**src/ookpf_pkg.sv**
```systemverilog
// Package for the OOK pulse-pair frame decoder: beat types, register map and
// fixed constants shared by the window, frame and top-level modules.
// No dependencies.
package ookpf_pkg;

	// Bits per collected word; two words make up a full frame.
	localparam int WORD_BITS = 64;
	localparam int FRAME_MAX = 2 * WORD_BITS;

	// Width of the configuration write data (widest register).
	localparam int CFG_DATA_W  = 16;
	localparam int CFG_INDEX_W = 3;

	// Tolerance window is (nominal * percent) / 100. The divide by 100 is a
	// multiply by ceil(2^30 / 100) followed by a 30-bit shift, which is exact
	// for every product of a 16-bit duration and a 7-bit percentage.
	localparam int          TOL_PROD_W = 23;
	localparam int          TOL_W      = 17;
	localparam int          TOL_SHIFT  = 30;
	localparam logic [23:0] TOL_RECIP  = 24'd10737419;

	localparam logic [15:0] PULSE_INDEX_MAX = 16'hFFFF;

	typedef enum logic [CFG_INDEX_W-1:0] {
		CFG_SHORT_TIME        = 3'd0,
		CFG_LONG_TIME         = 3'd1,
		CFG_TOLERANCE_PERCENT = 3'd2,
		CFG_PREAMBLE_PULSES   = 3'd3,
		CFG_FRAME_BITS        = 3'd4
	} cfg_reg_t;

	typedef struct packed {
		logic [15:0] short_time;
		logic [15:0] long_time;
		logic [6:0]  tolerance_percent;
		logic [15:0] preamble_pulses;
		logic [7:0]  frame_bits;
	} cfg_t;

	typedef struct packed {
		logic [15:0] pulse_time;
		logic        last_pulse;
	} in_item_t;

	typedef struct packed {
		logic                 frame_ok;
		logic [WORD_BITS-1:0] frame_high;
		logic [WORD_BITS-1:0] frame_low;
		logic [7:0]           bit_total;
	} out_item_t;

	// Classification of one pulse against both nominal windows. The duration
	// and the windows travel along so that a held high pulse can be judged
	// against the windows in force when its low partner arrives.
	typedef struct packed {
		logic [15:0]      pulse_time;
		logic [TOL_W-1:0] tol_short;
		logic [TOL_W-1:0] tol_long;
		logic             is_short;
		logic             is_long;
		logic             last_pulse;
	} pulse_class_t;

endpackage

```
**src/ookpf_window.sv**
```systemverilog
// Three-stage window pipeline: tolerance product, divide by 100 and window
// compares, giving a short/long classification for each pulse.
// Depends on ookpf_pkg.
module ookpf_window import ookpf_pkg::*; (
	input  logic         clk,
	input  logic         arst_n,
	input  cfg_t         cfg,
	input  logic         in_valid,
	output logic         in_stall,
	input  in_item_t     in_data,
	output logic         cls_valid,
	input  logic         cls_ready,
	output pulse_class_t cls_data
);

	logic                  valid_s1, valid_s2, valid_s3;
	logic                  ready_s1, ready_s2, ready_s3;
	logic [15:0]           pulse_s1, pulse_s2;
	logic                  last_s1, last_s2;
	logic [15:0]           short_s1, short_s2;
	logic [15:0]           long_s1, long_s2;
	logic [TOL_PROD_W-1:0] prod_short_s1, prod_long_s1;
	logic [TOL_W-1:0]      tol_short_s2, tol_long_s2;
	logic [46:0]           recip_short, recip_long;
	logic [15:0]           diff_short, diff_long;
	pulse_class_t          cls_s3, cls_next;

	assign ready_s3 = !valid_s3 || cls_ready;
	assign ready_s2 = !valid_s2 || ready_s3;
	assign ready_s1 = !valid_s1 || ready_s2;
	assign in_stall = !ready_s1;

	assign recip_short = 47'(prod_short_s1) * 47'(TOL_RECIP);
	assign recip_long  = 47'(prod_long_s1) * 47'(TOL_RECIP);

	assign diff_short = (pulse_s2 > short_s2) ? pulse_s2 - short_s2 : short_s2 - pulse_s2;
	assign diff_long  = (pulse_s2 > long_s2) ? pulse_s2 - long_s2 : long_s2 - pulse_s2;

	always_comb begin
		cls_next.pulse_time = pulse_s2;
		cls_next.tol_short  = tol_short_s2;
		cls_next.tol_long   = tol_long_s2;
		cls_next.is_short   = {1'b0, diff_short} < tol_short_s2;
		cls_next.is_long    = {1'b0, diff_long} < tol_long_s2;
		cls_next.last_pulse = last_s2;
	end

	always_ff @(posedge clk or negedge arst_n) begin
		if (!arst_n) begin
			valid_s1 <= 1'b0;
			valid_s2 <= 1'b0;
			valid_s3 <= 1'b0;
		end else begin
			if (ready_s1)
				valid_s1 <= in_valid;
			if (ready_s2)
				valid_s2 <= valid_s1;
			if (ready_s3)
				valid_s3 <= valid_s2;
		end
	end

	always_ff @(posedge clk) begin
		if (in_valid && ready_s1) begin
			pulse_s1      <= in_data.pulse_time;
			last_s1       <= in_data.last_pulse;
			short_s1      <= cfg.short_time;
			long_s1       <= cfg.long_time;
			prod_short_s1 <= TOL_PROD_W'(cfg.short_time) * TOL_PROD_W'(cfg.tolerance_percent);
			prod_long_s1  <= TOL_PROD_W'(cfg.long_time) * TOL_PROD_W'(cfg.tolerance_percent);
		end
		if (valid_s1 && ready_s2) begin
			pulse_s2     <= pulse_s1;
			last_s2      <= last_s1;
			short_s2     <= short_s1;
			long_s2      <= long_s1;
			tol_short_s2 <= recip_short[TOL_SHIFT +: TOL_W];
			tol_long_s2  <= recip_long[TOL_SHIFT +: TOL_W];
		end
		if (valid_s2 && ready_s3)
			cls_s3 <= cls_next;
	end

	assign cls_valid = valid_s3;
	assign cls_data  = cls_s3;

endmodule

```
**src/ookpf_frame.sv**
```systemverilog
// Capture state: preamble skip, pair classification into bits, the two frame
// words and the result register toward the output channel.
// Depends on ookpf_pkg.
module ookpf_frame import ookpf_pkg::*; (
	input  logic         clk,
	input  logic         arst_n,
	input  cfg_t         cfg,
	input  logic         cls_valid,
	output logic         cls_ready,
	input  pulse_class_t cls_data,
	output logic         out_valid,
	input  logic         out_stall,
	output out_item_t    out_data
);

	logic [15:0]          pulse_index_q, n_pulse_index;
	logic [15:0]          held_high_q, n_held_high;
	logic [15:0]          held_diff_short, held_diff_long;
	logic                 held_short, held_long;
	logic [WORD_BITS-1:0] high_q, low_q, n_high, n_low;
	logic [7:0]           bits_seen_q, n_bits_seen;
	logic                 stopped_q, n_stopped;
	logic [7:0]           limit;
	logic                 out_free, consume, take_bit, bit_val, frame_ok;
	logic                 out_valid_q;
	out_item_t            out_data_q;

	assign out_free  = !out_valid_q || !out_stall;
	assign cls_ready = !cls_data.last_pulse || out_free;
	assign consume   = cls_valid && cls_ready;

	assign limit = (cfg.frame_bits < 8'(FRAME_MAX)) ? cfg.frame_bits : 8'(FRAME_MAX);

	// The held high pulse is judged against the windows of the low pulse's beat.
	assign held_diff_short = (held_high_q > cfg.short_time) ? held_high_q - cfg.short_time
		: cfg.short_time - held_high_q;
	assign held_diff_long  = (held_high_q > cfg.long_time) ? held_high_q - cfg.long_time
		: cfg.long_time - held_high_q;
	assign held_short = {1'b0, held_diff_short} < cls_data.tol_short;
	assign held_long  = {1'b0, held_diff_long} < cls_data.tol_long;

	always_comb begin
		n_pulse_index = pulse_index_q;
		n_held_high   = held_high_q;
		n_high        = high_q;
		n_low         = low_q;
		n_bits_seen   = bits_seen_q;
		n_stopped     = stopped_q;
		take_bit      = 1'b0;
		bit_val       = 1'b0;

		if (pulse_index_q == PULSE_INDEX_MAX) begin
			n_stopped = 1'b1;
		end else if (pulse_index_q >= cfg.preamble_pulses && !stopped_q &&
				bits_seen_q < limit) begin
			// Parity of the index relative to the preamble picks high or low pulse.
			if ((pulse_index_q[0] ^ cfg.preamble_pulses[0]) == 1'b0) begin
				n_held_high = cls_data.pulse_time;
			end else if (held_short && cls_data.is_long) begin
				take_bit = 1'b1;
				bit_val  = 1'b0;
			end else if (held_long && cls_data.is_short) begin
				take_bit = 1'b1;
				bit_val  = 1'b1;
			end else begin
				n_stopped = 1'b1;
			end
		end

		if (take_bit) begin
			if (bits_seen_q < 8'(WORD_BITS))
				n_high = {high_q[WORD_BITS-2:0], bit_val};
			else
				n_low = {low_q[WORD_BITS-2:0], bit_val};
			n_bits_seen = bits_seen_q + 8'd1;
		end

		if (pulse_index_q != PULSE_INDEX_MAX)
			n_pulse_index = pulse_index_q + 16'd1;

		frame_ok = (pulse_index_q >= cfg.preamble_pulses) && (n_bits_seen >= cfg.frame_bits);
	end

	always_ff @(posedge clk or negedge arst_n) begin
		if (!arst_n) begin
			pulse_index_q <= '0;
			held_high_q   <= '0;
			high_q        <= '0;
			low_q         <= '0;
			bits_seen_q   <= '0;
			stopped_q     <= 1'b0;
		end else if (consume) begin
			if (cls_data.last_pulse) begin
				pulse_index_q <= '0;
				held_high_q   <= '0;
				high_q        <= '0;
				low_q         <= '0;
				bits_seen_q   <= '0;
				stopped_q     <= 1'b0;
			end else begin
				pulse_index_q <= n_pulse_index;
				held_high_q   <= n_held_high;
				high_q        <= n_high;
				low_q         <= n_low;
				bits_seen_q   <= n_bits_seen;
				stopped_q     <= n_stopped;
			end
		end
	end

	always_ff @(posedge clk or negedge arst_n) begin
		if (!arst_n) begin
			out_valid_q <= 1'b0;
		end else if (consume && cls_data.last_pulse) begin
			out_valid_q <= 1'b1;
		end else if (!out_stall) begin
			out_valid_q <= 1'b0;
		end
	end

	always_ff @(posedge clk) begin
		if (consume && cls_data.last_pulse) begin
			out_data_q.frame_ok   <= frame_ok;
			out_data_q.frame_high <= n_high;
			out_data_q.frame_low  <= n_low;
			out_data_q.bit_total  <= n_bits_seen;
		end
	end

	assign out_valid = out_valid_q;
	assign out_data  = out_data_q;

`ifndef NO_ASSERTIONS
	a_bits_bounded: assert property (@(posedge clk) disable iff (!arst_n)
		bits_seen_q <= 8'(FRAME_MAX))
		else $error("collected bit count exceeds two words");

	a_stopped_holds: assert property (@(posedge clk) disable iff (!arst_n)
		stopped_q && !(consume && cls_data.last_pulse) |=> $stable(bits_seen_q))
		else $error("bits collected after collection stopped");

	a_high_frozen: assert property (@(posedge clk) disable iff (!arst_n)
		bits_seen_q >= 8'(WORD_BITS) && !(consume && cls_data.last_pulse) |=> $stable(high_q))
		else $error("high word changed after it was full");

	a_clear_on_last: assert property (@(posedge clk) disable iff (!arst_n)
		consume && cls_data.last_pulse |=> pulse_index_q == '0 && bits_seen_q == '0 && out_valid_q)
		else $error("capture not cleared or result missing after last pulse");
`endif

endmodule

```
**src/ook_pwm_pulse_pair_frame_decoder_unit.sv**
```systemverilog
// Top level of the OOK pulse-pair frame decoder: configuration registers,
// window pipeline and frame state.
// Depends on ookpf_pkg, ookpf_window and ookpf_frame.
//
//   Channel   Direction   Handshake            Beat
//   in        input       in_valid/in_stall    in_item_t (pulse_time, last_pulse)
//   out       output      out_valid/out_stall  out_item_t (frame_ok, words, bit_total)
//   cfg       input       cfg_we               cfg_index, cfg_data
//
// One pulse is accepted per cycle while in_stall is low. An accepted pulse goes
// through tolerance product, divide by 100 and window compares to the capture
// state; a last pulse places its result in the output register as it is taken there.
// Reset clears the pipeline, the capture state and the output valid, and loads the
// register defaults. A stalled output holds only last-pulse beats at the capture
// stage; other pulses keep flowing while a result waits.
module ook_pwm_pulse_pair_frame_decoder_unit import ookpf_pkg::*; (
	input  logic                   clk,
	input  logic                   arst_n,
	input  logic                   cfg_we,
	input  logic [CFG_INDEX_W-1:0] cfg_index,
	input  logic [CFG_DATA_W-1:0]  cfg_data,
	input  logic                   in_valid,
	output logic                   in_stall,
	input  in_item_t               in_data,
	output logic                   out_valid,
	input  logic                   out_stall,
	output out_item_t              out_data
);

	cfg_t         cfg_q;
	logic         cls_valid, cls_ready;
	pulse_class_t cls_data;

	always_ff @(posedge clk or negedge arst_n) begin
		if (!arst_n) begin
			cfg_q.short_time        <= 16'd300;
			cfg_q.long_time         <= 16'd600;
			cfg_q.tolerance_percent <= 7'd25;
			cfg_q.preamble_pulses   <= 16'd0;
			cfg_q.frame_bits        <= 8'd128;
		end else if (cfg_we) begin
			unique case (cfg_index)
				CFG_SHORT_TIME:        cfg_q.short_time        <= cfg_data;
				CFG_LONG_TIME:         cfg_q.long_time         <= cfg_data;
				CFG_TOLERANCE_PERCENT: cfg_q.tolerance_percent <= cfg_data[6:0];
				CFG_PREAMBLE_PULSES:   cfg_q.preamble_pulses   <= cfg_data;
				CFG_FRAME_BITS:        cfg_q.frame_bits        <= cfg_data[7:0];
				default: ;
			endcase
		end
	end

	ookpf_window u_window (
		.clk       (clk),
		.arst_n    (arst_n),
		.cfg       (cfg_q),
		.in_valid  (in_valid),
		.in_stall  (in_stall),
		.in_data   (in_data),
		.cls_valid (cls_valid),
		.cls_ready (cls_ready),
		.cls_data  (cls_data)
	);

	ookpf_frame u_frame (
		.clk       (clk),
		.arst_n    (arst_n),
		.cfg       (cfg_q),
		.cls_valid (cls_valid),
		.cls_ready (cls_ready),
		.cls_data  (cls_data),
		.out_valid (out_valid),
		.out_stall (out_stall),
		.out_data  (out_data)
	);

endmodule

```
**config.mk**
```make
export PLATFORM = sky130hd
export DESIGN_NAME = ook_pwm_pulse_pair_frame_decoder_unit
export DESIGN_NICKNAME = d
export VERILOG_FILES = /design/src/ookpf_pkg.sv /design/src/ookpf_window.sv /design/src/ookpf_frame.sv /design/src/ook_pwm_pulse_pair_frame_decoder_unit.sv
export SDC_FILE = /design/constraint.sdc
export NUM_CORES = 2
export LEC_CHECK = 0
export ABC_AREA = 0
export ABC_CLOCK_PERIOD_IN_PS = 9520
export BUFFER_PORTS_ARGS = -buffer_cell sky130_fd_sc_hd__buf_2
export CORE_ASPECT_RATIO = 0.5
export CORE_MARGIN = 5
export CORE_UTILIZATION = 65
export DETAILED_ROUTE_END_ITERATION = 7
export PLACE_DENSITY = 0.83
export SLEW_MARGIN = 20
export SYNTH_ARGS = -nofsm -noshare
export SYNTH_HDL_FRONTEND = slang
export SYNTH_SLANG_ARGS = --single-unit
```
**constraint.sdc**
```tcl
create_clock -name clk -period 9.52 [get_ports clk]
set_clock_uncertainty 0.15 [all_clocks]
set_input_delay 0.476 -clock clk [delete_from_list [all_inputs] [get_ports clk]]
set_output_delay 0.476 -clock clk [all_outputs]
set_load 0.02 [all_outputs]
```
## After elaboration in Yosys (flattened, before gate mapping)

Cells that the tools add are included.
Widths: inputs -> output; s select.

| operators by class | value |
|---|---|
| equal/unequal tests | 11 |
| add/sub/neg operators | 10 |
| bitwise gates (word level) | 1 |
| multiplexer cells | 36 |
| $lt $le $gt $ge | 13 |
| reduce and logical (&&, ||, !) cells | 36 |
| $mul | 4 |

Operators with widths:

| operator | count |
|---|---|
| $mux 64 | 6 |
| $mux 16 | 10 |
| $sub 16x16->16 | 8 |
| $mul 23x24->47 const B | 2 |
| $lt 16x17->1 | 4 |
| $gt 16x16->1 | 4 |
| $mul 16x7->23 | 2 |
| $mux 8 | 3 |
| $mux 1 | 17 |
| $add 16x1->16 const B | 1 |
| $eq 16x16->1 const B | 1 |
| $ge 16x16->1 | 1 |
| $ne 16x16->1 const B | 1 |
| $reduce_and 2->1 | 6 |
| $logic_and 1x1->1 | 10 |
| $add 8x1->8 const B | 1 |
| $ge 8x8->1 | 1 |
| $logic_not 1->1 | 8 |
| $lt 8x7->1 const B | 1 |
| $lt 8x8->1 | 1 |
| $lt 8x8->1 const B | 1 |
| $eq 3x2->1 const B | 2 |
| $ne 3x2->1 const B | 2 |
| $reduce_bool 3->1 | 2 |
| 10 further kinds | 16 |

| word-level totals | value |
|---|---|
| word-level logic and storage cells | 148 |
| bits in registers | 604 |

## Depth between registers and ports, before layout

| depth | value |
|---|---|
| depth in word-level cells | 12 |
| gate-level depth with buffers | 34 |
| gate-level depth less buffers | 32 |

## By module

A second synthesis with hierarchy kept.

| unflattened totals | value |
|---|---|
| cells, all modules | 5119 |
| area total of the unflattened synthesis | 56780.7 um^2 |

Modules (own cells, without submodules):

| module | area an instance (um^2) | seq. area each (um^2) | cells an instance | instances |
|---|---|---|---|---|
| ookpf_window | 35556.6 | 7011.7 | 3341 | 1 |
| ookpf_frame | 18806.8 | 8368.0 | 1641 | 1 |
| ook_pwm_pulse_pair_frame_decoder_unit | 2417.3 | 1591.5 | 137 | 1 |

## Worst setup path before layout

OpenSTA, ideal clock, no wires.

| timing | value |
|---|---|
| path type | register to register |
| start point | reg cfg_q[42] in the netlist's numbering |
| end point | reg u_frame.out_data_q (netlist bit u_frame.out_data[136]), data pin |
| cell stages (with the launch flop) | 34 |
| setup slack | 2.822 ns |
| data arrival time | 6.278 ns |
| setup time | 0.269 ns |
| clock period less this slack | 6.698 ns |
| cells stage by stage | dfrtp_1 > clkbuf_1 > inv_1 > ha_1 > clkbuf_1 > nand4_1 > or3_1 > or2_2 > nand2_1 > buf_2 > buf_1 > a21oi_1 > a31oi_1 > xnor2_1 > ha_1 > nand2_1 > nor4b_1 > o211ai_1 > a211oi_1 > a211oi_1 > a21o_1 > and2_1 > buf_2 > xnor2_1 > ha_1 > nand2b_1 > a21o_1 > a21o_1 > a21o_1 > a21o_1 > a21o_1 > a21o_1 > a21oi_1 > nor2_1 |

| between the ends | value |
|---|---|
| word-level cells in the longest chain between the ends | 12 |
| elaborated cells on any way between the ends | 14 |

Ends and longest elaborated chain:

| element | RTL line | text |
|---|---|---|
| start, declared | ook_pwm_pulse_pair_frame_decoder_unit.sv:30 | `cfg_t cfg_q;` |
| $sub 16x16->16, or another cell as far along | ookpf_frame.sv:38 | `: cfg.long_time - held_high_q;` |
| $mux 16 (*) | ookpf_frame.sv:37 | `assign held_diff_long = (held_high_q > cfg.long_time) ? held_high_q - cfg.long_time` |
| $lt 16x17->1 (*) | ookpf_frame.sv:40 | `assign held_long = {1'b0, held_diff_long} < cls_data.tol_long;` |
| $logic_and 1x1->1 (*) | ookpf_frame.sv:62 | `end else if (held_long && cls_data.is_short) begin` |
| $mux 1 (*) | ookpf_frame.sv:62 |  |
| $mux 1 (*) | ookpf_frame.sv:59 | `end else if (held_short && cls_data.is_long) begin` |
| $mux 1 (*) | ookpf_frame.sv:57 | `if ((pulse_index_q[0] ^ cfg.preamble_pulses[0]) == 1'b0) begin` |
| $mux 1 (*) | ookpf_frame.sv:54 | `end else if (pulse_index_q >= cfg.preamble_pulses && !stopped_q &&` |
| $mux 1 (*) | ookpf_frame.sv:52 | `if (pulse_index_q == PULSE_INDEX_MAX) begin` |
| $mux 8 (*) | ookpf_frame.sv:70 | `if (take_bit) begin` |
| $ge 8x8->1 (*) | ookpf_frame.sv:81 | `frame_ok = (pulse_index_q >= cfg.preamble_pulses) && (n_bits_seen >= cfg.frame_bits);` |
| $logic_and 1x1->1 (*) | ookpf_frame.sv:81 |  |
| via u_frame.frame_ok | ookpf_frame.sv:24 | `logic out_free, consume, take_bit, bit_val, frame_ok;` |
| end, declared | ookpf_frame.sv:26 | `out_item_t out_data_q;` |

Mark *: on every way through the listed nets, which the timed path passes. The rest lies on a longest branch.
A chain may end at the register's enable or synchronous reset.

## Final worst setup path

| timing | value |
|---|---|
| start point | reg cfg_q[47] in the netlist's numbering |
| end point | reg u_frame.out_data_q (netlist bit u_frame.out_data[136]), data pin |

| between the ends | value |
|---|---|
| word-level cells in the longest chain between the ends | 11 |
| elaborated cells on any way between the ends | 13 |

Ends and longest elaborated chain:

| element | RTL line | text |
|---|---|---|
| $sub 16x16->16, or another cell as far along | ookpf_frame.sv:36 | `: cfg.short_time - held_high_q;` |
| $mux 16 (*) | ookpf_frame.sv:35 | `assign held_diff_short = (held_high_q > cfg.short_time) ? held_high_q - cfg.short_time` |
| $lt 16x17->1 (*) | ookpf_frame.sv:39 | `assign held_short = {1'b0, held_diff_short} < cls_data.tol_short;` |
| $logic_and 1x1->1 (*) | ookpf_frame.sv:59 |  |
| $mux 1 (*) | ookpf_frame.sv:59 |  |
| $mux 1 (*) | ookpf_frame.sv:57 |  |
| $mux 1 (*) | ookpf_frame.sv:54 |  |
| $mux 1 (*) | ookpf_frame.sv:52 |  |
| $mux 8 (*) | ookpf_frame.sv:70 |  |
| $ge 8x8->1 (*) | ookpf_frame.sv:81 |  |
| $logic_and 1x1->1 (*) | ookpf_frame.sv:81 |  |
| via u_frame.frame_ok | ookpf_frame.sv:24 |  |

Marked as above.

==> summary.txt <==
Outcome
  • Status: finished, final reports clean

Die
  • Core Rows: 74
  • Die W: 418 um
  • I/O Pins: 180
  • Core box area: 82000 um2
  • DIE AREA: 89400 um2
  • Initial core utilization: 65.9%
  • Die H: 214 um

Synthesis
  • Largest area contributor in the synthesized netlist: edfxtp_1
  • Number of flops mapped to enable cells by yosys: 368
  • Top FF cell, synth: edfxtp_1
  • Post-synthesis register bit count: 604
  • Post-synth top cells: 944 x inv_1, 777 x ha_1, 538 x fa_1
  • Count of different cell masters after synthesis: 82
  • Register area share after synthesis: 31.4%
  • Synthesized area: 54100 um2
  • Net Count, Synth: 6259
  • Syn Inst Count: 4903
  • Post-synthesis async set-or-reset flop share: 39.1%
  • Cell with the most instances after synthesis: inv_1
  • Top cells by area, synth: edfxtp_1 20%, fa_1 20%, ha_1 18%
  • Synth top area share: 20.4%
  • Warnings, synthesis: 0
  • Avg Inst Size Synth: 11.0 um2

Drt
  • Routed via count: 36729
  • Wire per inst: 22.1 um
  • Iter 0 DRT Violations: 2761
  • Antenna-violating nets left: 0
  • Final WL: 138000 um
  • Vias per inst: 5.91
  • Detailed Routing Iterations Pass 1: 5
  • DRC violations left: 0

Critical path
  • Worst R2R Start: cfg_q[47]
  • R2R cell count: 30
  • Worst Setup End Kind: flop
  • CP max FO: 26
  • Setup crit start kind: flop
  • Crit. Startpoint: cfg_q[47]
  • Required time worst endpoint: 9760 ps
  • Setup CP Type: flop to flop
  • Worst stage delay on the critical path: 770 ps
  • WP data arrival: 8070 ps
  • CP max stage cell: o31ai_1
  • Worst path most repeated cell: a21o_1

STA
  • Endpoints failing hold: 0
  • RSZ-0062 raised after global routing: false
  • PnR worst setup slack: 1690 ps
  • Setup TNS Final: 0 ps
  • Fin. max-slew vios: 0
  • Final setup viols: 0
  • Worst-Margin Slew: 1070 ps
  • Rel. slew slack: 28.5%
  • Max Clock Freq: 0.128 GHz
  • Min Clock Period, post-route: 7830 ps
  • Final period utilization: 82.3%

Finish
  • Design area: 58400 um2
  • Layout cells sized above 1: 9.08%
  • Multi-input logic area: 33100 um2
  • Area grow syn2layout: 8.01%
  • Final core occ: 71.2%
  • Register area: 17000 um2
  • Nets: 6418
  • Fill count: 5765

CTS
  • CTS buffer count: 57
  • Reg clk slew, reported paths: 70 ps
  • CTS tree: built
  • Post-CTS Setup Inserts: 0
  • Clock Root Buffer: clkbuf_16
  • Clock Latency Late Sink: 670 ps
  • Sink Count: 604
  • CTS max path bufs: 3
  • H-tree levels: 2

Global routing
  • Initial antenna violation count: 1
  • Largest net degree at the start of global routing: 139
  • Grt ovf: 0
  • Global-route wire length before repair: 218000 um
  • Vias in the first global route: 38696
  • Gr usage total: 31.2%

Placement
  • Area after DPL: 56000 um2
  • Final RePlAce weighted congestion: 0.965
  • Final HPWL from detailed placement: 108000 um
  • I/O Buffers: 179
  • Place WS: 1720 ps

Run
  • Max-cap check violation count: 0

Hold path
  • Hold/Removal Path Class: input port to flop
  • Hold Path Depth: 3
  • Min-delay src: cfg_data[8]
## final cells by class
class,count,share of cell area [%]
antenna,3,0.0129
clock buffer,72,2.66
clock inverter,36,0.857
inverter,945,6.07
multi-input combinational,3225,56.6
sequential,604,29.1
tap,1102,2.36
timing repair buffer,229,2.36
## critical path: cells and delay by family, from the launching register on
family / cells / cell delay, ps
compound gates: 18 / 4160
mux: 1 / 310
buf+inv: 2 / 310
simple gates: 4 / 740
fa+ha+maj: 4 / 1150
flops: 1 / 550
xor+xnor: 1 / 190
## placed cells by master, fill, tap and decap left out, drive strengths merged, types with 47 or more instances in the layout
master / Yosys / layout
buf: 46 / 202
xor2: 57 / 57
mux2: 155 / 155
fa: 538 / 538
inv: 944 / 950
nor2: 116 / 116
nand3: 47 / 47
o21ai: 151 / 151
nand2: 325 / 325
clkbuf: 83 / 72
a21o: 121 / 121
xnor2: 86 / 86
a21oi: 194 / 194
and2: 83 / 83
dfrtp: 224 / 224
edfxtp: 368 / 368
a22o: 142 / 142
ha: 777 / 777
## metal layers
layer	vias to the layer above	track usage [%]	part of all wire (%)
met2	1222	53.4	49
met3	273	4.00	5.6
met4	2	10.5	3.9
met5	-	0	0.0065
met1	18411	41.4	41
li1	16821	-	-
## final timing paths
path                                         endpoint  slack [ps]
min in group asynchronous           u_frame.low_q[33]         310
worst min register to register   u_window.short_s2[0]         270
worst max register to register  u_frame.out_data[136]        1690
max in group asynchronous                   cfg_q[33]        7460
worst max-delay path            u_frame.out_data[136]        1690
worst min-delay path                        cfg_q[55]          20
## metrics by stage
step | hold WS (ps) | cells
global placement | 250 | 6077
detailed placement | 256 | 6077
global route | 28.6 | 6213
floorplan | 30.4 | 4903
CTS | 0.153 | 6212
finish | 24.3 | 6216
## kinds of logic after synthesis
logic type	after synthesis	share of synthesized area, %
xor+xnor	143	2.32
simple gates	762	6.74
compound gates	829	10.4
mux	176	3.62
flops	604	31.4
fa+ha+maj	1315	37.9
buf+inv	1074	7.63
## state kept, by name, indices dropped and copies added, names as in the netlist, 8 cells and up
| register | cells |
|---|---|
| u_frame.out_data | 137 |
| u_frame.high_q | 64 |
| u_frame.low_q | 64 |
| cfg_q | 63 |
| u_window.cls_data | 53 |
| u_window.prod_long_s1 | 23 |
| u_window.prod_short_s1 | 23 |
| u_window.tol_long_s2 | 17 |
| u_window.tol_short_s2 | 17 |
| u_frame.held_high_q | 16 |
| u_frame.pulse_index_q | 16 |
| u_window.long_s1 | 16 |
| u_window.long_s2 | 16 |
| u_window.pulse_s1 | 16 |
| u_window.pulse_s2 | 16 |
| u_window.short_s1 | 16 |
| u_window.short_s2 | 16 |
| u_frame.bits_seen_q | 8 |
## repair_timing
| action | CTS | global route |
|---|---|---|
| resized for setup | 0 | 0 |
| hold endpoints to repair | 125 | 0 |
| hold buffers | 27 | 0 |
Power is not shown: default switching activity piles up to over one toggle a cycle in this logic, so the estimate is an artifact.
